### src/sv/hcbp_pkg.sv
`timescale 1ns / 1ps
// ----------------------------------------------------------------------------
// hcbp_pkg: shared types and constants of the Huffman code bit packer
// Command codes, field widths, parameter defaults and the request and
// response records that pass between the table and the packer.
// ----------------------------------------------------------------------------
package hcbp_pkg;

	localparam int DEF_MAX_CODE_LEN = 32;
	localparam int DEF_SYMBOL_COUNT = 256;

	localparam int SYM_BITS  = 8;   // symbol field
	localparam int WORD_BITS = 32;  // code_word field
	localparam int LEN_BITS  = 6;   // code_length field
	localparam int BYTE_BITS = 8;   // one packed byte
	localparam int PEND_BITS = 7;   // leftover bits held between items
	localparam int CNT_BITS  = 3;   // count of leftover bits

	typedef enum logic [1:0] {
		CMD_LOAD   = 2'd0,
		CMD_ENCODE = 2'd1,
		CMD_FLUSH  = 2'd2
	} cmd_t;

	// table access issued in the accept cycle
	typedef struct packed {
		logic                 wr;
		logic                 rd;
		logic [SYM_BITS-1:0]  sym;
		logic [WORD_BITS-1:0] code;
		logic [LEN_BITS-1:0]  len;
	} tbl_req_t;

	// lookup result, valid the cycle after a read
	typedef struct packed {
		logic [LEN_BITS-1:0]  len;
		logic [WORD_BITS-1:0] code;
	} tbl_rsp_t;

endpackage

### src/sv/hcbp_packer.sv
`timescale 1ns / 1ps
// ----------------------------------------------------------------------------
// hcbp_packer: bit accumulator, byte emitter and output register
// Merges a looked-up code behind the leftover bits (or pads them on a flush),
// then shifts out one byte per cycle into the output register while it is free.
// ----------------------------------------------------------------------------
module hcbp_packer #(
	parameter int MAX_CODE_LEN = hcbp_pkg::DEF_MAX_CODE_LEN
) (
	input  logic                           clk,
	input  logic                           arst_n,
	input  logic                           accept,
	input  hcbp_pkg::cmd_t                 cmd,
	output logic                           ready,
	input  hcbp_pkg::tbl_rsp_t             lk,
	output logic                           out_valid,
	input  logic                           out_ready,
	output logic [hcbp_pkg::BYTE_BITS-1:0] out_byte,
	output logic                           out_last
);

	localparam int CODE_W = (MAX_CODE_LEN < hcbp_pkg::WORD_BITS) ?
		MAX_CODE_LEN : hcbp_pkg::WORD_BITS;
	localparam int ACC_W  = hcbp_pkg::PEND_BITS + CODE_W;
	localparam int TOT_W  = $clog2(ACC_W + 1);

	typedef enum logic [1:0] {
		ST_IDLE,
		ST_LOOK,
		ST_EMIT
	} state_t;

	state_t                         state_q;
	logic [ACC_W-1:0]               acc_q;
	logic [TOT_W-1:0]               total_q;
	logic [hcbp_pkg::PEND_BITS-1:0] pend_q;
	logic [hcbp_pkg::CNT_BITS-1:0]  pcnt_q;
	logic                           out_valid_q;
	logic [hcbp_pkg::BYTE_BITS-1:0] out_byte_q;
	logic                           out_last_q;

	logic [ACC_W-1:0]               acc_new;
	logic [TOT_W-1:0]               tot_new;
	logic [hcbp_pkg::BYTE_BITS-1:0] flush_byte;
	logic [ACC_W-1:0]               shifted;
	logic [TOT_W-1:0]               tot_rem;
	logic [hcbp_pkg::PEND_BITS-1:0] rem_mask;
	logic                           out_free;
	logic                           emit;

	always_comb begin
		acc_new    = (ACC_W'(pend_q) << lk.len) | ACC_W'(lk.code[CODE_W-1:0]);
		tot_new    = TOT_W'(pcnt_q) + TOT_W'(lk.len);
		flush_byte = hcbp_pkg::BYTE_BITS'(pend_q) << (4'd8 - 4'(pcnt_q));
		tot_rem    = total_q - TOT_W'(hcbp_pkg::BYTE_BITS);
		shifted    = acc_q >> tot_rem;
		rem_mask   = (hcbp_pkg::PEND_BITS'(1) << tot_rem[hcbp_pkg::CNT_BITS-1:0]) -
			hcbp_pkg::PEND_BITS'(1);
		out_free   = !out_valid_q || out_ready;
		emit       = (state_q == ST_EMIT) && out_free;
	end

	always_ff @(posedge clk or negedge arst_n) begin
		if (!arst_n) begin
			state_q     <= ST_IDLE;
			acc_q       <= '0;
			total_q     <= '0;
			pend_q      <= '0;
			pcnt_q      <= '0;
			out_valid_q <= 1'b0;
			out_byte_q  <= '0;
			out_last_q  <= 1'b0;
		end else begin
			// output register: load a new byte or drop the one just taken
			if (emit) begin
				out_valid_q <= 1'b1;
				out_byte_q  <= shifted[hcbp_pkg::BYTE_BITS-1:0];
				out_last_q  <= tot_rem < TOT_W'(hcbp_pkg::BYTE_BITS);
			end else if (out_valid_q && out_ready) begin
				out_valid_q <= 1'b0;
			end
			case (state_q)
				ST_IDLE: begin
					if (accept && cmd == hcbp_pkg::CMD_ENCODE) begin
						state_q <= ST_LOOK;
					end else if (accept && cmd == hcbp_pkg::CMD_FLUSH && pcnt_q != '0) begin
						acc_q   <= ACC_W'(flush_byte);
						total_q <= TOT_W'(hcbp_pkg::BYTE_BITS);
						state_q <= ST_EMIT;
					end
				end
				ST_LOOK: begin
					if (tot_new >= TOT_W'(hcbp_pkg::BYTE_BITS)) begin
						acc_q   <= acc_new;
						total_q <= tot_new;
						state_q <= ST_EMIT;
					end else begin
						// fewer than eight bits: all stays pending
						pend_q  <= acc_new[hcbp_pkg::PEND_BITS-1:0];
						pcnt_q  <= tot_new[hcbp_pkg::CNT_BITS-1:0];
						state_q <= ST_IDLE;
					end
				end
				ST_EMIT: begin
					if (out_free) begin
						total_q <= tot_rem;
						if (tot_rem < TOT_W'(hcbp_pkg::BYTE_BITS)) begin
							pend_q  <= acc_q[hcbp_pkg::PEND_BITS-1:0] & rem_mask;
							pcnt_q  <= tot_rem[hcbp_pkg::CNT_BITS-1:0];
							state_q <= ST_IDLE;
						end
					end
				end
				default: begin
					state_q <= ST_IDLE;
				end
			endcase
		end
	end

	assign ready     = (state_q == ST_IDLE);
	assign out_valid = out_valid_q;
	assign out_byte  = out_byte_q;
	assign out_last  = out_last_q;

	// a byte run always holds at least one full byte
	a_emit_total: assert property (@(posedge clk) disable iff (!arst_n)
		(state_q == ST_EMIT) |-> (total_q >= TOT_W'(hcbp_pkg::BYTE_BITS)))
		else $error("emit state without a full byte");

	// flush of leftover bits yields exactly one byte
	a_flush_one: assert property (@(posedge clk) disable iff (!arst_n)
		(accept && cmd == hcbp_pkg::CMD_FLUSH && pcnt_q != '0) |=>
		(state_q == ST_EMIT && total_q == TOT_W'(hcbp_pkg::BYTE_BITS)))
		else $error("flush did not start a single byte");

	// last flag set exactly on the byte that ends the run
	a_last_end: assert property (@(posedge clk) disable iff (!arst_n)
		emit |=> (out_last_q == (state_q == ST_IDLE)))
		else $error("last flag out of step with end of run");

	// pending bits above the count are always zero
	a_pend_clean: assert property (@(posedge clk) disable iff (!arst_n)
		(state_q == ST_IDLE) |->
		((pend_q >> pcnt_q) == hcbp_pkg::PEND_BITS'(0)))
		else $error("stray pending bits");

endmodule

### config.mk
export PLATFORM = sky130hd
export DESIGN_NAME = hcbp_packer
export DESIGN_NICKNAME = d
export VERILOG_FILES = /design/src/sv/hcbp_pkg.sv /design/src/sv/hcbp_packer.sv
export SDC_FILE = /design/constraint.sdc
export NUM_CORES = 1
export LEC_CHECK = 0
export BUFFER_PORTS_ARGS = -buffer_cell sky130_fd_sc_hd__buf_2
export CORE_MARGIN = 2
export CORE_UTILIZATION = 50
export DETAILED_ROUTE_END_ITERATION = 7
export PLACE_DENSITY = 0.69
export SYNTH_ARGS = -nofsm -noshare
export SYNTH_HDL_FRONTEND = slang
export SYNTH_SLANG_ARGS = --single-unit
export TNS_END_PERCENT = 5
### constraint.sdc
create_clock -name clk -period 3.2 [get_ports clk]
set_input_delay 0.48 -clock clk [delete_from_list [all_inputs] [get_ports clk]]
set_output_delay 0.48 -clock clk [all_outputs]
set_load 0.005 [all_outputs]
==> results.cfg, run 1 <==
[worst_setup_path]
crit_path_end = acc_q[33]
start_kind = register
reg2regPathDepth = 9
r2r_setup_slack_ns = 0.24
path_max_fanout = 29
endpoint_kind = register
required_ns = 3.41
worstSetupPathType = reg2reg
rr_endpoint = acc_q[33]
worst_ep_arrival_time_ns = 3.17
crit_start = pcnt_q[0]
worstReg2RegStart = pcnt_q[0]

[sta]
finClkSkew_ns = 0.00735
hold_violations = 0
setup_viol_count_final = 0
fin_crit_sh = 0.926
fin_crit_ns = 2.96
fmax_ghz = 0.337
final.setup.tns_ns = 0
worst_pin_slew_ns = 1.01
maxSlewHeadroom = 0.328
slew_violations = 0
rsz0062_at_grt = false

[synth]
synth_top_cell_area_share = 0.289
synth_top_family_by_area = multiplexers
synth-xor-area-share = 0.0121
yosysWarnings = 0
synth.avg_cell_area_sq_um = 8.94
ys_types = 69
synthesis.nets = 705
synth_flop_cell = dfrtp_1
syn_area_sq_um = 5800
yosys.area_share.simple = 0.151
synth_edf_count = 0
synth-compound-area-share = 0.225
synth.area.top_cells = dfrtp_1, mux2i_1, mux4_2, nand2_1, o21ai_0
ys_ff_latch = 67
yosys.area.top_type = dfrtp_1
synthAdderAreaFrac = 0.0272
synthCells = 649
synth.area.mux_share = 0.233
synth-async-reset-ratio = 1.00
ys_seq_area_frac = 0.289

[floorplan]
start_util = 0.510
ios = 55
dieHeight_microns = 112
rows = 39
core_sq_um = 11400
die_area_sq_um = 12500
fp.dieW_microns = 112

[power]
power.density_nw_per_um2 = 998
p_leak_nw = 2.74
ir_drop_mv = 0.541

[final_layout]
fin_cells = 836
final_common_cell = nand2_1
drive_above_1_share = 0.211
synthToLayoutAreaGrowth_pct = 10.8
nFillCells = 1020
antenna_cells = 0
final_nets = 744
layout_common_cells = nand2_1, dfrtp_1, o21ai_0, mux2i_1, buf_2

[placed_design]
dp_cells = 820
port-buffer-count = 54
place_hpwl_mm = 13.8
globalplace.congestion = 0.948

[flow_run]
drv_cap = 0

[detailed_routing]
wl_met1_mm = 7.71
drt-initial-drc-count = 516
route.met2.wl_mm = 8.12
ant_nets = 0
drc_errors = 0
drt-total-wl_mm = 17.6
post_drt_wl_per_cell_microns = 21.1
dr.max_layer_used = met4
viasPerCell = 6.59
dr_wl_met3_mm = 1.31
vias = 5507
first_pass_iters = 5

[grt]
antenna_found_initial = 0
grt_start_max_net_pins = 46
grt_pass1_vias = 5514
grt_overflow = 0
grt.total_usage = 0.291
grt_first_pass_wirelength_mm = 28.9

[clock_tree]
clk_pin_slew_ns = 0.06
cts-resized-gates = 0
cts_hold_buf = 0
cts_sinks = 67
clk_latency_ns = 0.34
post_cts_buffers = 0
cts_tree = done
cts_root_buf = clkbuf_16
h-tree-depth = 3
numCtsBuffers = 9
clockBufferDepth = 2

[outcome]
outcome = finished, final reports clean

[min_path]
hold_class = in2async
-- how the worst min path moves through the flow --
stage / from / end / slack [ns] / cells after the start
finish: arst_n / state_q[0] / 0.31 / 1
global route: arst_n / total_q[5] / 0.40 / 1
CTS: arst_n / total_q[5] / 0.34 / 1
detailed placement: out_last / out_last / 0.48 / 2
global placement: out_last / out_last / 0.47 / 2
floorplan: arst_n / acc_q[0] / 0.18 / 0
-- through the flow --
stage / setup WS, ns / utilization / cell area (sq um) / total power, mW / hold slack [ns]
3_3_place_gp: 0.270 / 0.538 / 6110 / 5.21 / 0.469
3_5_place_dp: 0.219 / 0.538 / 6110 / 5.30 / 0.484
4_1_cts: 0.328 / 0.565 / 6420 / 6.34 / 0.342
5_1_grt: 0.0608 / 0.565 / 6420 / 6.86 / 0.403
6_report: 0.237 / 0.565 / 6420 / 6.41 / 0.310
2_1_floorplan: 0.820 / - / 5800 / 4.30 / 0.184
-- final cells by class --
type | count | area (sq um) | share of cell area
Clock inverter | 7 | 83.8 | 0.0131
Multi-Input combinational cell | 517 | 3760 | 0.586
Clock buffer | 9 | 225 | 0.0351
Timing Repair Buffer | 75 | 428 | 0.0666
Inverter | 18 | 67.6 | 0.0105
Sequential cell | 67 | 1680 | 0.261
Tap cell | 143 | 179 | 0.0279
-- routing by layer --
metal  vias to the layer above  global-route usage
li1                       2523                   -
met5                         -                   0
met3                        35              0.0512
met4                         0              0.0996
met2                       245               0.463
met1                      2704               0.405
-- synth_stat cells, drive strengths merged (3+ instances only) --
| master | instances |
|---|---|
| nand2b | 8 |
| nand3b | 3 |
| ha | 11 |
| buf | 26 |
| nor2 | 46 |
| nand3 | 15 |
| and3 | 4 |
| nor3 | 18 |
| xor2 | 4 |
| inv | 17 |
| a21o | 4 |
| o221ai | 3 |
| a22oi | 7 |
| nand2 | 79 |
| o2bb2ai | 4 |
| a31oi | 11 |
| o211ai | 4 |
| a221o | 5 |
| dfrtp | 67 |
| o21ai | 61 |
| xnor2 | 4 |
| a2bb2oi | 3 |
| mux2i | 56 |
| mux2 | 23 |
| o31ai | 4 |
| nor2b | 13 |
| a211oi | 11 |
| mux4 | 23 |
| o22ai | 10 |
| a221oi | 12 |
| clkbuf | 21 |
| a21oi | 47 |
-- report_power, final --
part | leakage, nW | internal [mW] | total, mW | switching (mW)
Combinational | 1.71 | 1.53 | 3.69 | 2.17
Sequential | 0.885 | 1.19 | 1.69 | 0.505
Clock | 0.149 | 0.616 | 1.02 | 0.409
-- state kept, by name, summed over array words and instances (netlist names) --
signal and flops:
out_last 1, acc_q 39, out_byte 8, state_q 2, pend_q 7, out_valid 1
total_q 6, pcnt_q 3
-- logic make-up (layout without fill, tap and decap cells) --
family | count (synthesis) | in the layout
multiplexers | 102 | 102
flip-flops | 67 | 67
AO/OA/AOI/OAI | 202 | 202
XOR/XNOR | 8 | 8
adder cells (fa/ha/maj) | 12 | 12
buffers and inverters | 65 | 109
AND/OR/NAND/NOR | 193 | 193
-- critical path, cell delays in order (launching register included) --
cell and delay [ns]:
dfrtp_1 0.56, ha_1 0.31, fa_1 0.42, a21oi_1 0.34
nor2_1 0.10, xor2_1 0.19, o21ai_2 0.28, nand2b_1 0.21
buf_4 0.28, o21ai_0 0.14
Note: power is estimated with default switching activity, not from simulation.
==> run 2, diff against run 1 <==
--- a/config.mk
+++ b/config.mk
@@ -6,10 +6,12 @@
 export NUM_CORES = 1
 export LEC_CHECK = 0
 export BUFFER_PORTS_ARGS = -buffer_cell sky130_fd_sc_hd__buf_2
+export CELL_PAD_IN_SITES_DETAIL_PLACEMENT = 1
+export CELL_PAD_IN_SITES_GLOBAL_PLACEMENT = 2
 export CORE_MARGIN = 2
-export CORE_UTILIZATION = 50
+export CORE_UTILIZATION = 38
 export DETAILED_ROUTE_END_ITERATION = 7
-export PLACE_DENSITY = 0.69
+export PLACE_DENSITY_LB_ADDON = 0.1
 export SYNTH_ARGS = -nofsm -noshare
 export SYNTH_HDL_FRONTEND = slang
 export SYNTH_SLANG_ARGS = --single-unit
==> run 2 against run 1 <==
Sequential power barely moved; clock-buffer cell count did not move; non-clock buffer count did not move; critical endpoint is now pend_q[6].
==> results.cfg, run 2 (synthesized netlist as in run 1, its figures left out) <==
[clock_tree]
cts-resized-gates = 0
numCtsBuffers = 9
cts_hold_buf = 0
clk_latency_ns = 0.35
clk_pin_slew_ns = 0.07
cts_tree = done
clockBufferDepth = 2
h-tree-depth = 3
cts_sinks = 67
cts_root_buf = clkbuf_16
post_cts_buffers = 0

[sta]
setup_viol_count_final = 0
finClkSkew_ns = 0.0142
rsz0062_at_grt = false
final.setup.tns_ns = 0
hold_violations = 0
fmax_ghz = 0.379
maxSlewHeadroom = 0.516
layout_setup_ws_ns = 0.564
worst_pin_slew_ns = 0.719
fin_crit_sh = 0.824
fin_crit_ns = 2.64
slew_violations = 0

[floorplan]
start_util = 0.386
die_area_sq_um = 16300
ios = 55
rows = 45
core_sq_um = 15000
dieHeight_microns = 128
fp.dieW_microns = 128

[final_layout]
final_common_cell = nand2_1
largest_reg_flops = 39
multiInputGateArea_sq_um = 3760
nFillCells = 1767
layout_common_cells = nand2_1, dfrtp_1, o21ai_0, mux2i_1, buf_2
final_area_sq_um = 6560
antenna_cells = 0
synthToLayoutAreaGrowth_pct = 13.1
final_nets = 744
post-route-util = 0.436
seq_area_sq_um = 1680
drive_above_1_share = 0.211
largest_register = acc_q

[power]
p_leak_nw = 2.78
clkPwrFrac = 0.176
power_mw = 6.73
p_sw_frac = 0.476
pwr-share-seq = 0.248
power.density_nw_per_um2 = 1030
p_comb_frac = 0.576
intPower_mw = 3.53
switchingPower_mw = 3.20
ir_drop_mv = 0.330

[min_path]
hold_class = in2async

[worst_setup_path]
path_max_fanout = 8
endpoint_kind = register
cpMaxStageDelayCell = dfrtp_1
max_stage_delay_ns = 0.45
worst_ep_arrival_time_ns = 2.86
required_ns = 3.42
start_kind = register
worstSetupPathType = reg2reg
cp_cell_sequence = ha_1 -> fa_1 -> a21oi_1 -> nor2_1 -> xor2_1 -> o21ai_2 -> nand2_2 -> mux2_1
worstReg2RegStart = pcnt_q[0]
crit_start = pcnt_q[0]

[placed_design]
globalplace.congestion = 0.887
place_ws_ns = 0.319
place_hpwl_mm = 15.8
placed_area_sq_um = 6210
port-buffer-count = 54

[grt]
grt_start_max_net_pins = 44
grt_first_pass_wirelength_mm = 32.6
grt.total_usage = 0.260
grt_pass1_vias = 5544
antenna_found_initial = 0
grt_overflow = 0

[detailed_routing]
drt-initial-drc-count = 323
first_pass_iters = 5
drc_errors = 0
vias = 5335
viasPerCell = 6.06
post_drt_wl_per_cell_microns = 23.1
ant_nets = 0
drt-total-wl_mm = 20.4

[flow_run]
drv_cap = 0

[outcome]
outcome = finished, final reports clean
## run 2: cell types whose count changed in the layout (fill, tap and decap cells not counted)
cell,change
buf_12,+3
bufinv_16,+2
buf_4,-3
inv_8,-1
inv_6,-1
## run 2: cell type report
class                      count  share of cell area
clock buffer                   9              0.0343
sequential                    67               0.256
tap                          188              0.0359
multi-input combinational    517               0.574
timing repair buffer          75              0.0710
inverter                      18              0.0103
clock inverter                 7              0.0189
## run 2: critical path: cells and delay by family, from the launching register on
kind	cells	cell delay (ns)
multiplexers	1	0.36
flip-flops	1	0.45
adder cells (fa/ha/maj)	2	0.64
XOR/XNOR	1	0.20
AO/OA/AOI/OAI	2	0.55
AND/OR/NAND/NOR	2	0.30
## run 2: power groups by stage
stage / clock (mW) / sequential, mW / combinational (mW)
floorplan: 0 / 1.45 / 2.85
global route: 1.23 / 1.74 / 4.26
finish: 1.19 / 1.67 / 3.88
global placement: 0 / 1.64 / 3.78
detailed placement: 0 / 1.68 / 3.84
CTS: 1.21 / 1.66 / 3.86
## run 2: worst paths after layout
| check | end | slack, ns | depth (start not counted) |
|---|---|---|---|
| worst min register to register | out_last | 0.50 | 2 |
| worst min-delay path | out_byte[5] | 0.13 | 1 |
| max in group asynchronous | acc_q[27] | 2.24 | 2 |
| worst max register to register | pend_q[6] | 0.56 | 8 |
| min in group clk | acc_q[13] | 0.40 | 3 |
| worst max-delay path | pend_q[6] | 0.56 | 8 |
## run 2: through the flow
stage          cells  hold WS, ns
5_1_grt          881        0.163
2_1_floorplan    649        0.184
3_3_place_gp     865        0.461
3_5_place_dp     865        0.483
4_1_cts          881        0.142
6_report         881        0.130
## run 2: metal layers
layer,track usage,vias to the layer above,part of all wire
met3,0.0498,23,0.047
met4,0.0827,0,0.024
met1,0.374,2657,0.49
met5,0,-,0
li1,-,2524,-
met2,0.394,131,0.44
==> run 3, diff against run 2 <==
--- a/config.mk
+++ b/config.mk
@@ -9,7 +9,7 @@
 export CELL_PAD_IN_SITES_DETAIL_PLACEMENT = 1
 export CELL_PAD_IN_SITES_GLOBAL_PLACEMENT = 2
 export CORE_MARGIN = 2
-export CORE_UTILIZATION = 38
+export CORE_UTILIZATION = 34
 export DETAILED_ROUTE_END_ITERATION = 7
 export PLACE_DENSITY_LB_ADDON = 0.1
 export SYNTH_ARGS = -nofsm -noshare
==> constraint.sdc (replaced) <==
create_clock -name clk -period 2.15 [get_ports clk]
set_input_delay 0.3225 -clock clk [delete_from_list [all_inputs] [get_ports clk]]
set_output_delay 0.3225 -clock clk [all_outputs]
set_load 0.005 [all_outputs]
==> run 3 against run 2 <==
The flow now finishes with violations (hold timing, setup timing); global-route usage increased by 0.29 points; sequential cell count unchanged; first-iteration DRC count increased by 5.9%; design area increased by 17%; clock-buffer cell count unchanged; clock power increased by 51%; sequential power increased by 46%; sequential share of layout area decreased by 3.8 points; clock skew about the same; utilization increased by 2.7 points; die area increased by 11%; critical endpoint is now pcnt_q[0]; highest routed layer unchanged.
==> results.cfg, run 3 (synthesized netlist as in run 1, its figures left out) <==
[worst_setup_path]
cpMaxStageDelayCell = dfrtp_1
reg2regPathDepth = 11
rr_endpoint = pcnt_q[0]
crit_top_cell = buf_6
r2r_setup_slack_ns = -0.14
worstSetupPathType = reg2reg
worstReg2RegStart = pcnt_q[0]
endpoint_kind = register
path_max_fanout = 7
worst_ep_arrival_time_ns = 2.51
path_delay_family = adder cells
cp_cell_sequence = ha_4 -> fa_2 -> a21oi_4 -> buf_4 -> nor2_1 -> xor2_1 -> o21ai_2 -> buf_6 -> nand2_8 -> buf_6 -> mux2i_4
max_stage_delay_ns = 0.41
start_kind = register
worst-path-buf-inv = 3
required_ns = 2.37

[detailed_routing]
drc_errors = 0
ant_nets = 0
first_pass_iters = 5
drt-initial-drc-count = 342
post_drt_wl_per_cell_microns = 22.9
vias = 5865
drt-total-wl_mm = 23.2
viasPerCell = 5.80

[grt]
grt_overflow = 0
antenna_found_initial = 0
grt_start_max_net_pins = 68
grt_pass1_vias = 6121
grt.total_usage = 0.263
grt_first_pass_wirelength_mm = 36.1

[sta]
hold_violations = 17
rsz0062_at_grt = true
maxSlewHeadroom = 0.574
finClkSkew_ns = 0.0140
setup_viol_count_final = 52
layout_setup_ws_ns = -0.142
worst_pin_slew_ns = 0.639
fin_crit_sh = 1.07
fmax_ghz = 0.436
slew_violations = 0
whs_ns = -0.0134
fin_crit_ns = 2.29

[floorplan]
ios = 55
core_sq_um = 16600
fp.dieW_microns = 135
dieHeight_microns = 135
start_util = 0.348
die_area_sq_um = 18100
rows = 47

[final_layout]
layout_common_cells = buf_4, nand2_1, dfrtp_1, buf_2, mux2i_1
nFillCells = 1925
drive_above_1_share = 0.346
post-route-util = 0.463
antenna_cells = 0
largest_register = acc_q
largest_reg_flops = 39
final_common_cell = buf_4
final_nets = 843
synthToLayoutAreaGrowth_pct = 32.8

[clock_tree]
cts_tree = done
h-tree-depth = 3
clk_pin_slew_ns = 0.07
cts_root_buf = clkbuf_16
numCtsBuffers = 9
clockBufferDepth = 2
clk_latency_ns = 0.35
cts_sinks = 67

[power]
power_mw = 12.1
power.density_nw_per_um2 = 1570
ir_drop_mv = 0.564
p_leak_nw = 3.35

[placed_design]
port-buffer-count = 54
globalplace.congestion = 0.913
place_hpwl_mm = 17.9

[min_path]
hold_class = in2async

[outcome]
outcome = finished, violations left
violations = hold timing, setup timing

[flow_run]
drv_cap = 0
-- run 3: repair_timing --
action | 4_1_cts | 5_1_grt
gates resized for setup | 46 | 32
pin swaps | 8 | 8
hold buffers | 0 | 0
buffers inserted | 4 | 3
cloned | 1 | 3
endpoints found under the setup margin | 57 | 63
-- run 3: how the worst max path moves through the flow --
stage | cells after the start | to | start
5_1_grt | 8 | acc_q[6] | pcnt_q[0]
3_3_place_gp | 11 | acc_q[18] | lk[32]
2_1_floorplan | 12 | pend_q[6] | total_q[0]
6_report | 11 | pcnt_q[0] | pcnt_q[0]
4_1_cts | 10 | pcnt_q[2] | pcnt_q[0]
3_5_place_dp | 11 | acc_q[27] | lk[32]
-- run 3: cell type report --
type                            count  area (sq um)  share of cell area
Clock buffer                        9           225              0.0292
Clock inverter                      7           124              0.0161
Inverter                           18          67.6             0.00877
Multi-Input combinational cell    517          3980               0.517
Sequential cell                    67          1680               0.218
Tap cell                          220           275              0.0357
Timing Repair Buffer              174          1350               0.175
-- run 3: stage by stage --
step                setup slack [ns]  setup TNS, ns  cell area (sq um)  instances  hold slack, ns
finish                        -0.142          -4.22               7700       1012         -0.0134
global route                  -0.203          -9.06               7700       1012          0.0134
CTS                           -0.205          -8.22               7510       1006         0.00297
detailed placement            -0.355         -15.25               6990        985           0.377
global placement              -0.251         -10.13               6990        985           0.371
floorplan                    -0.0962         -0.779               5830        649          0.0269
-- run 3: power by group --
part / internal [mW] / leakage [nW] / switching (mW)
combinational: 3.69 / 2.30 / 4.16
clock: 1.14 / 0.167 / 0.658
sequential: 1.77 / 0.884 / 0.667
-- run 3: routing by layer --
layer | share of wire | vias up | track usage
met5 | 0 | - | 0
met4 | 0.019 | 0 | 0.0696
met3 | 0.037 | 27 | 0.0330
met2 | 0.47 | 139 | 0.420
met1 | 0.48 | 2970 | 0.377
li1 | - | 2729 | -
